[config.mk]
export PLATFORM = sky130hd
export DESIGN_NAME = arp_resolver_with_pending_queue
export DESIGN_NICKNAME = d
export VERILOG_FILES = /design/src/arpr_pkg.sv /design/src/arpr_ctrl.sv /design/src/arpr_dp.sv /design/src/arp_resolver_with_pending_queue.sv
export SDC_FILE = /design/constraint.sdc
export NUM_CORES = 2
export LEC_CHECK = 0
export BUFFER_PORTS_ARGS = -buffer_cell sky130_fd_sc_hd__buf_2
export CAP_MARGIN = 20
export CORE_UTILIZATION = 50
export DETAILED_ROUTE_END_ITERATION = 10
export PLACE_DENSITY = 0.66
export SYNTH_ARGS = -nofsm -noshare
export SYNTH_HDL_FRONTEND = slang
export SYNTH_SLANG_ARGS = --single-unit
export TNS_END_PERCENT = 1
[constraint.sdc]
create_clock -name clk -period 21.2 [get_ports clk]
set_input_delay 4.24 -clock clk [delete_from_list [all_inputs] [get_ports clk]]
set_output_delay 4.24 -clock clk [all_outputs]
set_load 0.01 [all_outputs]
[src/arpr_pkg.sv]
package arpr_pkg;

  localparam int CACHE_ENTRIES_DEF   = 16;
  localparam int REQUEST_ENTRIES_DEF = 16;
  localparam int PENDING_SLOTS_DEF   = 16;

  localparam logic [1:0] OP_SEND = 2'd0;
  localparam logic [1:0] OP_RECV = 2'd1;
  localparam logic [1:0] OP_TICK = 2'd2;

  localparam logic [1:0] FK_IPV4 = 2'd0;
  localparam logic [1:0] FK_ARP  = 2'd1;

  localparam logic [2:0] RK_IPV4      = 3'd0;
  localparam logic [2:0] RK_ARP_REQ   = 3'd1;
  localparam logic [2:0] RK_ARP_REPLY = 3'd2;
  localparam logic [2:0] RK_DELIVER   = 3'd3;
  localparam logic [2:0] RK_DROP      = 3'd4;

  localparam logic [1:0] CFG_OWN_MAC  = 2'd0;
  localparam logic [1:0] CFG_OWN_IP   = 2'd1;
  localparam logic [1:0] CFG_LIFETIME = 2'd2;
  localparam logic [1:0] CFG_HOLDOFF  = 2'd3;

  localparam logic [15:0] LIFETIME_RST = 16'd30000;
  localparam logic [15:0] HOLDOFF_RST  = 16'd5000;
  localparam logic [47:0] BCAST_MAC    = 48'hFFFF_FFFF_FFFF;

  // source of an emitted result
  localparam logic [2:0] SRC_CACHE   = 3'd0;
  localparam logic [2:0] SRC_REQ     = 3'd1;
  localparam logic [2:0] SRC_DROP    = 3'd2;
  localparam logic [2:0] SRC_DELIVER = 3'd3;
  localparam logic [2:0] SRC_REPLY   = 3'd4;
  localparam logic [2:0] SRC_PEND    = 3'd5;

  typedef struct packed {
    logic       load;
    logic       clk_add;
    logic       c_step;
    logic       c_inval;
    logic       c_pick;
    logic       c_learn;
    logic       r_step;
    logic       r_pick;
    logic       r_write;
    logic       p_step;
    logic       p_keep;
    logic       p_done;
    logic       park;
    logic       mark;
    logic       mark_clr;
    logic       flush;
    logic       emit;
    logic [2:0] emit_src;
  } cmd_t;

  typedef struct packed {
    logic [1:0] op;
    logic [1:0] fkind;
    logic       ok;
    logic       filt;
    logic       reply_ok;
    logic       c_end;
    logic       c_match;
    logic       c_fresh;
    logic       c_stale;
    logic       r_end;
    logic       hold;
    logic       p_scan_done;
    logic       p_match;
    logic       p_full;
    logic       mark_now;
    logic       mark;
  } stat_t;

endpackage

[src/arpr_ctrl.sv]
module arpr_ctrl (
  input  logic            clk,
  input  logic            rst_n,
  input  logic            start,
  output logic            busy,
  input  arpr_pkg::stat_t st,
  output arpr_pkg::cmd_t  cmd
);

  localparam logic [3:0] ST_IDLE = 4'd0;
  localparam logic [3:0] ST_DISP = 4'd1;
  localparam logic [3:0] ST_SC   = 4'd2;
  localparam logic [3:0] ST_SR   = 4'd3;
  localparam logic [3:0] ST_SQ   = 4'd4;
  localparam logic [3:0] ST_SP   = 4'd5;
  localparam logic [3:0] ST_RC   = 4'd6;
  localparam logic [3:0] ST_RL   = 4'd7;
  localparam logic [3:0] ST_RP   = 4'd8;
  localparam logic [3:0] ST_TC   = 4'd9;
  localparam logic [3:0] ST_TP   = 4'd10;
  localparam logic [3:0] ST_DONE = 4'd11;

  logic [3:0] state_r, state_nxt;

  assign busy = (state_r != ST_IDLE);

  always_comb begin
    cmd = '0;
    state_nxt = state_r;
    case (state_r)
      ST_IDLE: begin
        if (start) begin
          cmd.load = 1'b1;
          state_nxt = ST_DISP;
        end
      end
      ST_DISP: begin
        state_nxt = ST_DONE;
        case (st.op)
          arpr_pkg::OP_SEND: state_nxt = ST_SC;
          arpr_pkg::OP_RECV: begin
            if (st.filt && st.ok) begin
              if (st.fkind == arpr_pkg::FK_IPV4) begin
                cmd.emit = 1'b1;
                cmd.emit_src = arpr_pkg::SRC_DELIVER;
              end else if (st.fkind == arpr_pkg::FK_ARP) begin
                state_nxt = ST_RC;
              end
            end
          end
          arpr_pkg::OP_TICK: begin
            cmd.clk_add = 1'b1;
            state_nxt = ST_TC;
          end
          default: state_nxt = ST_DONE;
        endcase
      end
      ST_SC: begin
        if (st.c_match && st.c_fresh) begin
          cmd.emit = 1'b1;
          cmd.emit_src = arpr_pkg::SRC_CACHE;
          state_nxt = ST_DONE;
        end else begin
          // stale hit is evicted on the way
          cmd.c_inval = st.c_match;
          cmd.c_step = 1'b1;
          if (st.c_end) state_nxt = ST_SR;
        end
      end
      ST_SR: begin
        cmd.r_pick = 1'b1;
        cmd.r_step = 1'b1;
        if (st.r_end) state_nxt = ST_SQ;
      end
      ST_SQ: begin
        if (!st.hold) begin
          cmd.emit = 1'b1;
          cmd.emit_src = arpr_pkg::SRC_REQ;
          cmd.r_write = 1'b1;
        end
        state_nxt = ST_SP;
      end
      ST_SP: begin
        if (st.p_full) begin
          cmd.emit = 1'b1;
          cmd.emit_src = arpr_pkg::SRC_DROP;
        end else begin
          cmd.park = 1'b1;
        end
        state_nxt = ST_DONE;
      end
      ST_RC: begin
        cmd.c_pick = 1'b1;
        cmd.c_step = 1'b1;
        if (st.c_end) state_nxt = ST_RL;
      end
      ST_RL: begin
        cmd.c_learn = 1'b1;
        if (st.reply_ok) begin
          cmd.emit = 1'b1;
          cmd.emit_src = arpr_pkg::SRC_REPLY;
        end
        state_nxt = ST_RP;
      end
      ST_RP: begin
        if (st.p_scan_done) begin
          cmd.p_done = 1'b1;
          state_nxt = ST_DONE;
        end else begin
          if (st.p_match) begin
            cmd.emit = 1'b1;
            cmd.emit_src = arpr_pkg::SRC_PEND;
          end else begin
            cmd.p_keep = 1'b1;
          end
          cmd.p_step = 1'b1;
        end
      end
      ST_TC: begin
        cmd.c_inval = st.c_stale;
        cmd.c_step = 1'b1;
        if (st.c_end) state_nxt = ST_TP;
      end
      ST_TP: begin
        // each pending entry is checked against every request entry
        if (st.p_scan_done) begin
          cmd.p_done = 1'b1;
          state_nxt = ST_DONE;
        end else if (st.r_end) begin
          cmd.p_keep = !(st.mark || st.mark_now);
          cmd.p_step = 1'b1;
          cmd.mark_clr = 1'b1;
          cmd.r_step = 1'b1;
        end else begin
          cmd.mark = 1'b1;
          cmd.r_step = 1'b1;
        end
      end
      ST_DONE: begin
        cmd.flush = 1'b1;
        state_nxt = ST_IDLE;
      end
      default: state_nxt = ST_IDLE;
    endcase
  end

  always_ff @(posedge clk) begin
    if (!rst_n) begin
      state_r <= ST_IDLE;
    end else begin
      state_r <= state_nxt;
    end
  end

  a_start_taken: assert property (@(posedge clk) disable iff (!rst_n)
    (state_r == ST_IDLE && start) |=> (state_r == ST_DISP))
    else $error("accepted request not dispatched");

endmodule

[src/arpr_dp.sv]
module arpr_dp #(
  parameter int CACHE_ENTRIES   = arpr_pkg::CACHE_ENTRIES_DEF,
  parameter int REQUEST_ENTRIES = arpr_pkg::REQUEST_ENTRIES_DEF,
  parameter int PENDING_SLOTS   = arpr_pkg::PENDING_SLOTS_DEF
) (
  input  logic            clk,
  input  logic            rst_n,
  input  logic            cfg_we,
  input  logic [1:0]      cfg_index,
  input  logic [47:0]     cfg_wdata,
  input  logic [1:0]      in_opcode,
  input  logic [31:0]     in_next_hop_ip,
  input  logic [15:0]     in_datagram_handle,
  input  logic [47:0]     in_frame_dst_mac,
  input  logic [1:0]      in_frame_kind,
  input  logic            in_parse_ok,
  input  logic            in_arp_is_request,
  input  logic [31:0]     in_arp_sender_ip,
  input  logic [47:0]     in_arp_sender_mac,
  input  logic [31:0]     in_arp_target_ip,
  input  logic [15:0]     in_elapsed_ms,
  input  arpr_pkg::cmd_t  cmd,
  output arpr_pkg::stat_t st,
  output logic            out_valid,
  output logic [2:0]      out_result_kind,
  output logic [47:0]     out_dest_mac,
  output logic [31:0]     out_query_ip,
  output logic [15:0]     out_handle_out,
  output logic            out_last
);

  localparam int CIW = (CACHE_ENTRIES > 1) ? $clog2(CACHE_ENTRIES) : 1;
  localparam int RIW = (REQUEST_ENTRIES > 1) ? $clog2(REQUEST_ENTRIES) : 1;
  localparam int PIW = (PENDING_SLOTS > 1) ? $clog2(PENDING_SLOTS) : 1;
  localparam int PCW = $clog2(PENDING_SLOTS + 1);

  // configuration
  logic [47:0] own_mac_r;
  logic [31:0] own_ip_r;
  logic [15:0] life_r, holdoff_r;
  logic [31:0] clock_r;

  // latched request
  logic [1:0]  op_r, fk_r;
  logic [31:0] hop_r, sip_r, tip_r;
  logic [15:0] hdl_r, el_r;
  logic [47:0] dst_r, smac_r;
  logic        ok_r, isreq_r;

  // tables
  logic [CACHE_ENTRIES-1:0]   cv_r;
  logic [31:0]                cip_r    [CACHE_ENTRIES];
  logic [47:0]                cmac_r   [CACHE_ENTRIES];
  logic [31:0]                cstamp_r [CACHE_ENTRIES];
  logic [REQUEST_ENTRIES-1:0] rv_r;
  logic [31:0]                rip_r    [REQUEST_ENTRIES];
  logic [31:0]                rstamp_r [REQUEST_ENTRIES];
  logic [31:0]                pip_r    [PENDING_SLOTS];
  logic [15:0]                phdl_r   [PENDING_SLOTS];
  logic [PCW-1:0]             pcnt_r;

  // scan pointers and accumulators
  logic [CIW-1:0] ci_r, c_fslot_r, c_free_r, c_old_r, c_slot;
  logic [RIW-1:0] ri_r, r_fslot_r, r_free_r, r_old_r, r_slot;
  logic [PCW-1:0] pi_r, pj_r;
  logic [PIW-1:0] pidx, pjdx, pcdx;
  logic           c_found_r, c_freef_r, r_found_r, r_freef_r, hold_r, mark_r;
  logic [31:0]    c_best_r, r_best_r;

  // result waiting to learn whether it is the last one
  logic        hv_r;
  logic [2:0]  hk_r;
  logic [47:0] hmac_r;
  logic [31:0] hip_r;
  logic [15:0] hhdl_r;

  logic        out_valid_r, out_last_r;
  logic [2:0]  out_kind_r;
  logic [47:0] out_mac_r;
  logic [31:0] out_ip_r;
  logic [15:0] out_hdl_r;

  logic [2:0]  res_kind_nxt;
  logic [47:0] res_mac_nxt;
  logic [31:0] res_ip_nxt;
  logic [15:0] res_hdl_nxt;

  logic [31:0] ckey, cage, rage;
  logic        c_end, r_end, rmatch_hop, c_any_match;

  assign pidx = pi_r[PIW-1:0];
  assign pjdx = pj_r[PIW-1:0];
  assign pcdx = pcnt_r[PIW-1:0];

  assign ckey = (op_r == arpr_pkg::OP_SEND) ? hop_r : sip_r;
  assign cage = clock_r - cstamp_r[ci_r];
  assign rage = clock_r - rstamp_r[ri_r];
  assign c_end = (ci_r == CIW'(CACHE_ENTRIES - 1));
  assign r_end = (ri_r == RIW'(REQUEST_ENTRIES - 1));
  assign c_any_match = cv_r[ci_r] && (cip_r[ci_r] == ckey);
  assign rmatch_hop = rv_r[ri_r] && (rip_r[ri_r] == hop_r);

  assign c_slot = c_found_r ? c_fslot_r : (c_freef_r ? c_free_r : c_old_r);
  assign r_slot = r_found_r ? r_fslot_r : (r_freef_r ? r_free_r : r_old_r);

  always_comb begin
    st = '0;
    st.op = op_r;
    st.fkind = fk_r;
    st.ok = ok_r;
    st.filt = (dst_r == own_mac_r) || (dst_r == arpr_pkg::BCAST_MAC);
    st.reply_ok = isreq_r && (tip_r == own_ip_r);
    st.c_end = c_end;
    st.c_match = c_any_match;
    st.c_fresh = (cage <= {16'd0, life_r});
    st.c_stale = cv_r[ci_r] && (cage > {16'd0, life_r});
    st.r_end = r_end;
    st.hold = hold_r;
    st.p_scan_done = (pi_r == pcnt_r);
    st.p_match = (pip_r[pidx] == sip_r);
    st.p_full = (pcnt_r == PCW'(PENDING_SLOTS));
    st.mark_now = rv_r[ri_r] && (rip_r[ri_r] == pip_r[pidx])
                  && (rage > {16'd0, holdoff_r});
    st.mark = mark_r;
  end

  always_comb begin
    res_kind_nxt = arpr_pkg::RK_IPV4;
    res_mac_nxt = '0;
    res_ip_nxt = '0;
    res_hdl_nxt = '0;
    case (cmd.emit_src)
      arpr_pkg::SRC_CACHE: begin
        res_mac_nxt = cmac_r[ci_r];
        res_hdl_nxt = hdl_r;
      end
      arpr_pkg::SRC_REQ: begin
        res_kind_nxt = arpr_pkg::RK_ARP_REQ;
        res_mac_nxt = arpr_pkg::BCAST_MAC;
        res_ip_nxt = hop_r;
      end
      arpr_pkg::SRC_DROP: begin
        res_kind_nxt = arpr_pkg::RK_DROP;
        res_hdl_nxt = hdl_r;
      end
      arpr_pkg::SRC_DELIVER: begin
        res_kind_nxt = arpr_pkg::RK_DELIVER;
        res_hdl_nxt = hdl_r;
      end
      arpr_pkg::SRC_REPLY: begin
        res_kind_nxt = arpr_pkg::RK_ARP_REPLY;
        res_mac_nxt = smac_r;
        res_ip_nxt = sip_r;
      end
      arpr_pkg::SRC_PEND: begin
        res_mac_nxt = smac_r;
        res_hdl_nxt = phdl_r[pidx];
      end
      default: res_kind_nxt = arpr_pkg::RK_IPV4;
    endcase
  end

  // control state
  always_ff @(posedge clk) begin
    if (!rst_n) begin
      own_mac_r <= '0;
      own_ip_r <= '0;
      life_r <= arpr_pkg::LIFETIME_RST;
      holdoff_r <= arpr_pkg::HOLDOFF_RST;
      clock_r <= '0;
      cv_r <= '0;
      rv_r <= '0;
      pcnt_r <= '0;
      ci_r <= '0;
      ri_r <= '0;
      pi_r <= '0;
      pj_r <= '0;
      c_found_r <= 1'b0;
      c_freef_r <= 1'b0;
      r_found_r <= 1'b0;
      r_freef_r <= 1'b0;
      hold_r <= 1'b0;
      mark_r <= 1'b0;
      hv_r <= 1'b0;
      out_valid_r <= 1'b0;
      out_last_r <= 1'b0;
    end else begin
      if (cfg_we) begin
        case (cfg_index)
          arpr_pkg::CFG_OWN_MAC:  own_mac_r <= cfg_wdata;
          arpr_pkg::CFG_OWN_IP:   own_ip_r <= cfg_wdata[31:0];
          arpr_pkg::CFG_LIFETIME: life_r <= cfg_wdata[15:0];
          arpr_pkg::CFG_HOLDOFF:  holdoff_r <= cfg_wdata[15:0];
          default: ;
        endcase
      end
      if (cmd.load) begin
        ci_r <= '0;
        ri_r <= '0;
        pi_r <= '0;
        pj_r <= '0;
        c_found_r <= 1'b0;
        c_freef_r <= 1'b0;
        r_found_r <= 1'b0;
        r_freef_r <= 1'b0;
        hold_r <= 1'b0;
        mark_r <= 1'b0;
      end
      if (cmd.clk_add) clock_r <= clock_r + {16'd0, el_r};
      if (cmd.c_step) ci_r <= c_end ? '0 : ci_r + 1'b1;
      if (cmd.c_inval) cv_r[ci_r] <= 1'b0;
      if (cmd.c_pick) begin
        if (cv_r[ci_r] && (cip_r[ci_r] == sip_r) && !c_found_r) c_found_r <= 1'b1;
        if (!cv_r[ci_r] && !c_freef_r) c_freef_r <= 1'b1;
      end
      if (cmd.c_learn) cv_r[c_slot] <= 1'b1;
      if (cmd.r_step) ri_r <= r_end ? '0 : ri_r + 1'b1;
      if (cmd.r_pick) begin
        if (rmatch_hop && !r_found_r) r_found_r <= 1'b1;
        if (!rv_r[ri_r] && !r_freef_r) r_freef_r <= 1'b1;
        if (rmatch_hop && (rage < {16'd0, holdoff_r})) hold_r <= 1'b1;
      end
      if (cmd.r_write) rv_r[r_slot] <= 1'b1;
      if (cmd.park) pcnt_r <= pcnt_r + 1'b1;
      if (cmd.p_keep) pj_r <= pj_r + 1'b1;
      if (cmd.p_step) pi_r <= pi_r + 1'b1;
      if (cmd.p_done) pcnt_r <= pj_r;
      if (cmd.mark) mark_r <= mark_r | st.mark_now;
      if (cmd.mark_clr) mark_r <= 1'b0;
      out_valid_r <= 1'b0;
      out_last_r <= 1'b0;
      if (cmd.emit) begin
        hv_r <= 1'b1;
        if (hv_r) begin
          out_valid_r <= 1'b1;
          out_last_r <= 1'b0;
        end
      end else if (cmd.flush && hv_r) begin
        hv_r <= 1'b0;
        out_valid_r <= 1'b1;
        out_last_r <= 1'b1;
      end
    end
  end

  // payload and tables
  always_ff @(posedge clk) begin
    if (cmd.load) begin
      op_r <= in_opcode;
      hop_r <= in_next_hop_ip;
      hdl_r <= in_datagram_handle;
      dst_r <= in_frame_dst_mac;
      fk_r <= in_frame_kind;
      ok_r <= in_parse_ok;
      isreq_r <= in_arp_is_request;
      sip_r <= in_arp_sender_ip;
      smac_r <= in_arp_sender_mac;
      tip_r <= in_arp_target_ip;
      el_r <= in_elapsed_ms;
      c_best_r <= '0;
      c_old_r <= '0;
      r_best_r <= '0;
      r_old_r <= '0;
    end
    if (cmd.c_pick) begin
      if (cv_r[ci_r] && (cip_r[ci_r] == sip_r) && !c_found_r) c_fslot_r <= ci_r;
      if (!cv_r[ci_r] && !c_freef_r) c_free_r <= ci_r;
      if (cv_r[ci_r] && (cage > c_best_r)) begin
        c_best_r <= cage;
        c_old_r <= ci_r;
      end
    end
    if (cmd.c_learn) begin
      cip_r[c_slot] <= sip_r;
      cmac_r[c_slot] <= smac_r;
      cstamp_r[c_slot] <= clock_r;
    end
    if (cmd.r_pick) begin
      if (rmatch_hop && !r_found_r) r_fslot_r <= ri_r;
      if (!rv_r[ri_r] && !r_freef_r) r_free_r <= ri_r;
      if (rv_r[ri_r] && (rage > r_best_r)) begin
        r_best_r <= rage;
        r_old_r <= ri_r;
      end
    end
    if (cmd.r_write) begin
      rip_r[r_slot] <= hop_r;
      rstamp_r[r_slot] <= clock_r;
    end
    if (cmd.park) begin
      pip_r[pcdx] <= hop_r;
      phdl_r[pcdx] <= hdl_r;
    end
    // compaction: write slot never runs ahead of read slot
    if (cmd.p_keep) begin
      pip_r[pjdx] <= pip_r[pidx];
      phdl_r[pjdx] <= phdl_r[pidx];
    end
    if (cmd.emit) begin
      hk_r <= res_kind_nxt;
      hmac_r <= res_mac_nxt;
      hip_r <= res_ip_nxt;
      hhdl_r <= res_hdl_nxt;
    end
    if ((cmd.emit || cmd.flush) && hv_r) begin
      out_kind_r <= hk_r;
      out_mac_r <= hmac_r;
      out_ip_r <= hip_r;
      out_hdl_r <= hhdl_r;
    end
  end

  assign out_valid = out_valid_r;
  assign out_last = out_last_r;
  assign out_result_kind = out_kind_r;
  assign out_dest_mac = out_mac_r;
  assign out_query_ip = out_ip_r;
  assign out_handle_out = out_hdl_r;

  a_pcnt_range: assert property (@(posedge clk) disable iff (!rst_n)
    pcnt_r <= PCW'(PENDING_SLOTS))
    else $error("pending count beyond capacity");

  a_last_strobed: assert property (@(posedge clk) disable iff (!rst_n)
    out_last_r |-> out_valid_r)
    else $error("last flag without result");

  a_flush_empties: assert property (@(posedge clk) disable iff (!rst_n)
    (cmd.flush && !cmd.emit) |=> !hv_r)
    else $error("held result survived flush");

  a_emit_pushes: assert property (@(posedge clk) disable iff (!rst_n)
    (cmd.emit && hv_r) |=> (out_valid_r && !out_last_r))
    else $error("held result lost on new emit");

endmodule

[src/arp_resolver_with_pending_queue.sv]
// ARP resolver for one IPv4/Ethernet interface. Pulse start while busy is low to hand in a
// send, receive or tick request; results come out one per cycle on out_valid and cannot be
// held off, with out_last marking the final result of a request. A request is worked through
// by table scans, one entry per cycle: a send scans the cache (stopping early on a fresh
// hit) and then the request table, an ARP receive the cache and then the pending entries,
// a tick the cache and then each pending entry against every request entry. No reset
// sweep is needed. The user must write configuration only while busy is low; the block
// does not enforce this.
module arp_resolver_with_pending_queue #(
  parameter int CACHE_ENTRIES   = arpr_pkg::CACHE_ENTRIES_DEF,
  parameter int REQUEST_ENTRIES = arpr_pkg::REQUEST_ENTRIES_DEF,
  parameter int PENDING_SLOTS   = arpr_pkg::PENDING_SLOTS_DEF
) (
  input  logic        clk,
  input  logic        rst_n,
  input  logic        cfg_we,
  input  logic [1:0]  cfg_index,
  input  logic [47:0] cfg_wdata,
  input  logic        start,
  output logic        busy,
  input  logic [1:0]  in_opcode,
  input  logic [31:0] in_next_hop_ip,
  input  logic [15:0] in_datagram_handle,
  input  logic [47:0] in_frame_dst_mac,
  input  logic [1:0]  in_frame_kind,
  input  logic        in_parse_ok,
  input  logic        in_arp_is_request,
  input  logic [31:0] in_arp_sender_ip,
  input  logic [47:0] in_arp_sender_mac,
  input  logic [31:0] in_arp_target_ip,
  input  logic [15:0] in_elapsed_ms,
  output logic        out_valid,
  output logic [2:0]  out_result_kind,
  output logic [47:0] out_dest_mac,
  output logic [31:0] out_query_ip,
  output logic [15:0] out_handle_out,
  output logic        out_last
);

  arpr_pkg::cmd_t  cmd;
  arpr_pkg::stat_t st;

  arpr_ctrl u_ctrl (
    .clk   (clk),
    .rst_n (rst_n),
    .start (start),
    .busy  (busy),
    .st    (st),
    .cmd   (cmd)
  );

  arpr_dp #(
    .CACHE_ENTRIES   (CACHE_ENTRIES),
    .REQUEST_ENTRIES (REQUEST_ENTRIES),
    .PENDING_SLOTS   (PENDING_SLOTS)
  ) u_dp (
    .clk                (clk),
    .rst_n              (rst_n),
    .cfg_we             (cfg_we),
    .cfg_index          (cfg_index),
    .cfg_wdata          (cfg_wdata),
    .in_opcode          (in_opcode),
    .in_next_hop_ip     (in_next_hop_ip),
    .in_datagram_handle (in_datagram_handle),
    .in_frame_dst_mac   (in_frame_dst_mac),
    .in_frame_kind      (in_frame_kind),
    .in_parse_ok        (in_parse_ok),
    .in_arp_is_request  (in_arp_is_request),
    .in_arp_sender_ip   (in_arp_sender_ip),
    .in_arp_sender_mac  (in_arp_sender_mac),
    .in_arp_target_ip   (in_arp_target_ip),
    .in_elapsed_ms      (in_elapsed_ms),
    .cmd                (cmd),
    .st                 (st),
    .out_valid          (out_valid),
    .out_result_kind    (out_result_kind),
    .out_dest_mac       (out_dest_mac),
    .out_query_ip       (out_query_ip),
    .out_handle_out     (out_handle_out),
    .out_last           (out_last)
  );

endmodule

==> summary.md <==
| Metric | Value |
|---|---|
| Status | complete, but fails checks |
| Failing checks | DRC |
| Share of cells above drive strength 1 | roughly 24% |
| Post-Syn Nets | around 9.5k |
| I/O Buffers | ~390 |
| Slew headroom | between 20% and 30% |
| Post-route clock period utilization | 47.7% |
| Critical path peak fanout | just over 80 |
| Power Dens Cells | 104 mW/mm^2 |
| Post-synth EDFFs | 4028 |
| HP Start | u_dp.hmac_r[16] |
| Drt drc | 2 |
| Synth Register Bits | 4324 |
| Post-CTS setup buffers | 0 |
| Largest area contributor in the netlist | edfxtp_1 |
| Layout area overhead | 12.7% |
| Final setup vio count | 0 |
| CTS tree | built |
| Static Leak | 62.8 nW |
| CTS sink count | 4324 |
| Die Y-Extent | 591 um |
| Area share of the largest cell type after synthesis | between 60% and 70% |
| Initial core utilization | 50.4% |
| Actual slew at the worst max-slew pin | 1.17 ns |
| Setup_tns | 0 ns |
| Commonest register cell after synthesis | edfxtp_1 |
| Synth area leaders | edfxtp_1 (70%), mux4_2 (13%), dfxtp_1 (3.4%) |
| Core area | 0.344 sq mm |
| Die ar. | 0.349 sq mm |
| Syn Area/Cell | 19.1 sq um |
| First-pass GRT wire length | 642000 um |
| GR met1 Demand/Resource | 35.3% |
| Max-Cap Viols | 0 |
| Max H-tree Level | 5 |
| Clock skew | 0.104 ns |
| Total track usage | about 25% |
| Starting DRT DRC Count | 10.6k |
| TritonRoute pass-1 iters | 9 |
| Layout Nets | 10.2k |
| CTS Buffer Depth | 4 |
| Post_cts resized | 0 |
| Cts bufs inserted | ~420 |
| Final min period | just over 10 ns |
| Synth cell types | 102 |
| Hold buffers post-CTS | 0 |
| Hold Vio Cnt, Final | 0 |
| Number of vias per cell | 6.20 |
| Arrival @ worst endpoint | 10.71 ns |
| CP Capture Type | register |
| GR Util met2 | 41.7% |
| Worst Setup Start Kind | register |
| Cells along the critical path | buf_12 -> buf_4 -> mux4_2 -> mux4_2 -> inv_1 -> ha_1 -> a21oi_1 -> nand2b_1 -> o21ai_0 -> nand3_1 -> a21oi_1 -> o31ai_1 -> xor2_1 -> ha_1 -> nand4_1 -> nor2_1 -> nand2_1 -> o32ai_2 -> nand4_4 -> nand2_8 -> a31o_2 -> buf_4 |
| Sequential share of the synthesized area | 73.2% |
| CTS clk-pin slew, worst paths | around 0.060 ns |
| Die Wd | 591 um |
| Largest net degree at the start of global routing | 116 |
| Inst Count DP | roughly 14k |
| Area occupied by registers | between 0.1 and 0.15 sq mm |
| Post-synth ARST share | 0% |
| Filler cell count | roughly 25k |
| Crit-path max cell delay | 0.97 ns |
| Multi-input logic area | between 0.04 and 0.05 sq mm |
| Slew Limit Fails | 0 |
| Worst path required time | 21.80 ns |
| GR peak layer | met2 |
| Vias in the first global route | 91.4k |
| Worst IR Drop VDD | 0.0000977 V |
| Global Route met3 Usage | 3.63% |
| Post-Synthesis Cells | 9073 |
| Antenna Nets Post-Route | 0 |
| Most common cell in the netlist | edfxtp_1 |
| Mapped Area | 0.173 sq mm |
| DR vias | ~91k |
| RSZ-0062 raised after global routing | false |
| CTS root buf | clkbuf_16 |
| Ys Warns | 0 |
| Routed len/inst | 30.6 um |
| Std cell rows | 215 |
| DP Wirelength | 251000 um |
| IO Pins | 386 |
| Setup CP Type | reg2reg |
| Final Wtd Congestion | 0.909 |
| Initial antenna violation count | 28 |
| Remaining Overflow, GRT | 0 |
| Clk_lat worst skew | 1.01 ns |
| Max Clk Rate | 98.9 MHz |
| Final std cells w/o fill | between 10k and 15k |
| WL final | 448000 um |
| Hold Crit Class | reg2reg |
| Synth cell count leaders | edfxtp_1 (4028), mux4_2 (1024), nand2_1 (519), dfxtp_1 (296), a21oi_1 (271) |
| Worst path slowest cell | dfxtp_4 |
==> report_power, final <==
part           switching [mW]  internal (mW)  leakage [nW]
Combinational            1.68           1.07          16.9
Sequential              0.255           9.91          39.2
Clock                    3.20           4.27          6.71
Total                    5.13           15.2          62.8
==> layout make-up <==
type,instances,share of cell area (%)
inverters,252,0.495
flip-flops and latches,4324,65.0
multi-input cells,4057,22.5
well taps,4557,2.92
repair buffers,631,2.06
clock buffers,551,5.85
diodes,10,0.0128
clock inverters,240,1.21
==> layer usage <==
layer / share of wire, % / wire length, um / vias up
met5: 0.039 / 174 / -
met2: 49 / 218000 / 4099
met1: 40 / 181000 / 47893
li1: - / - / 37823
met3: 7.6 / 34100 / 766
met4: 3.4 / 15000 / 28
==> state kept, by name, indices dropped and copies added (netlist names), 32 cells and up, named ones only <==
name / flops
u_dp.c_best_r: 32
u_dp.cip_r: 512
u_dp.clock_r: 32
u_dp.cmac_r: 768
u_dp.cstamp_r: 512
u_dp.dst_r: 48
u_dp.hip_r: 32
u_dp.hmac_r: 48
u_dp.hop_r: 32
u_dp.out_dest_mac: 48
u_dp.out_query_ip: 32
u_dp.own_ip_r: 32
u_dp.own_mac_r: 48
u_dp.phdl_r: 256
u_dp.pip_r: 512
u_dp.r_best_r: 32
u_dp.rip_r: 512
u_dp.rstamp_r: 512
u_dp.sip_r: 32
u_dp.smac_r: 48
u_dp.tip_r: 32
==> critical path, delay by kind of cell, from the launching register on <==
family / cells / cell delay (ns)
compound gates: 6 / 2.70
buf+inv: 4 / 2.18
simple gates: 7 / 1.74
mux: 2 / 1.08
flops: 1 / 0.97
fa+ha+maj: 2 / 0.60
xor+xnor: 1 / 0.18
==> path summary, 6_finish.rpt <==
| kind | endpoint | slack [ns] | depth (start not counted) |
|---|---|---|---|
| max | u_dp.pip_r[12][5] | 11.08 | 22 |
| min | u_dp.out_dest_mac[16] | 0.40 | 0 |
| max reg2reg | u_dp.pip_r[12][5] | 11.08 | 22 |
| min reg2reg | u_dp.out_dest_mac[16] | 0.40 | 0 |
==> logic make-up (layout without fill, tap and decap cells) <==
family | count (synthesis) | in the layout | synth area share, %
mux | 1320 | 1320 | 15.2
fa+ha+maj | 185 | 185 | 1.35
other cells | 0 | 10 | 0
simple gates | 1352 | 1352 | 3.70
buf+inv | 692 | 1674 | 1.70
xor+xnor | 350 | 350 | 1.77
flops | 4324 | 4324 | 73.2
compound gates | 850 | 850 | 3.18
==> metrics by stage <==
step / setup WS (ns) / instance area (sq um) / total power [mW] / hold WS, ns / utilization, %
after floorplan: 6.30 / 173000 / 12.1 / 0.400 / -
after global placement: 11.26 / 181000 / 13.0 / 0.403 / 52.8
after detailed placement: 11.07 / 182000 / 13.1 / 0.405 / 52.8
after CTS: 11.09 / 195000 / 20.5 / 0.400 / 56.8
after global routing: 10.54 / 195000 / 21.0 / 0.406 / 56.8
final: 11.08 / 195000 / 20.4 / 0.398 / 56.8
==> cells in the final DEF, fill, tap and decap left out, drive strengths merged, types with 24 or more instances in the layout <==
cell and instances:
a211oi 33, a21o 44, a21oi 272, a22o 32, a22oi 58, a31oi 24
buf 631, bufinv 38, clkbuf 551, clkinv 180, dfxtp 296, edfxtp 4028
ha 182, inv 260, mux2 90, mux2i 206, mux4 1024, nand2 521
nand2b 93, nand3 135, nand4 84, nor2 271, nor2b 44, nor3 55
nor4 42, o211ai 29, o21a 40, o21ai 164, xnor2 221, xor2 129
Power figures use the tool's default switching activity.
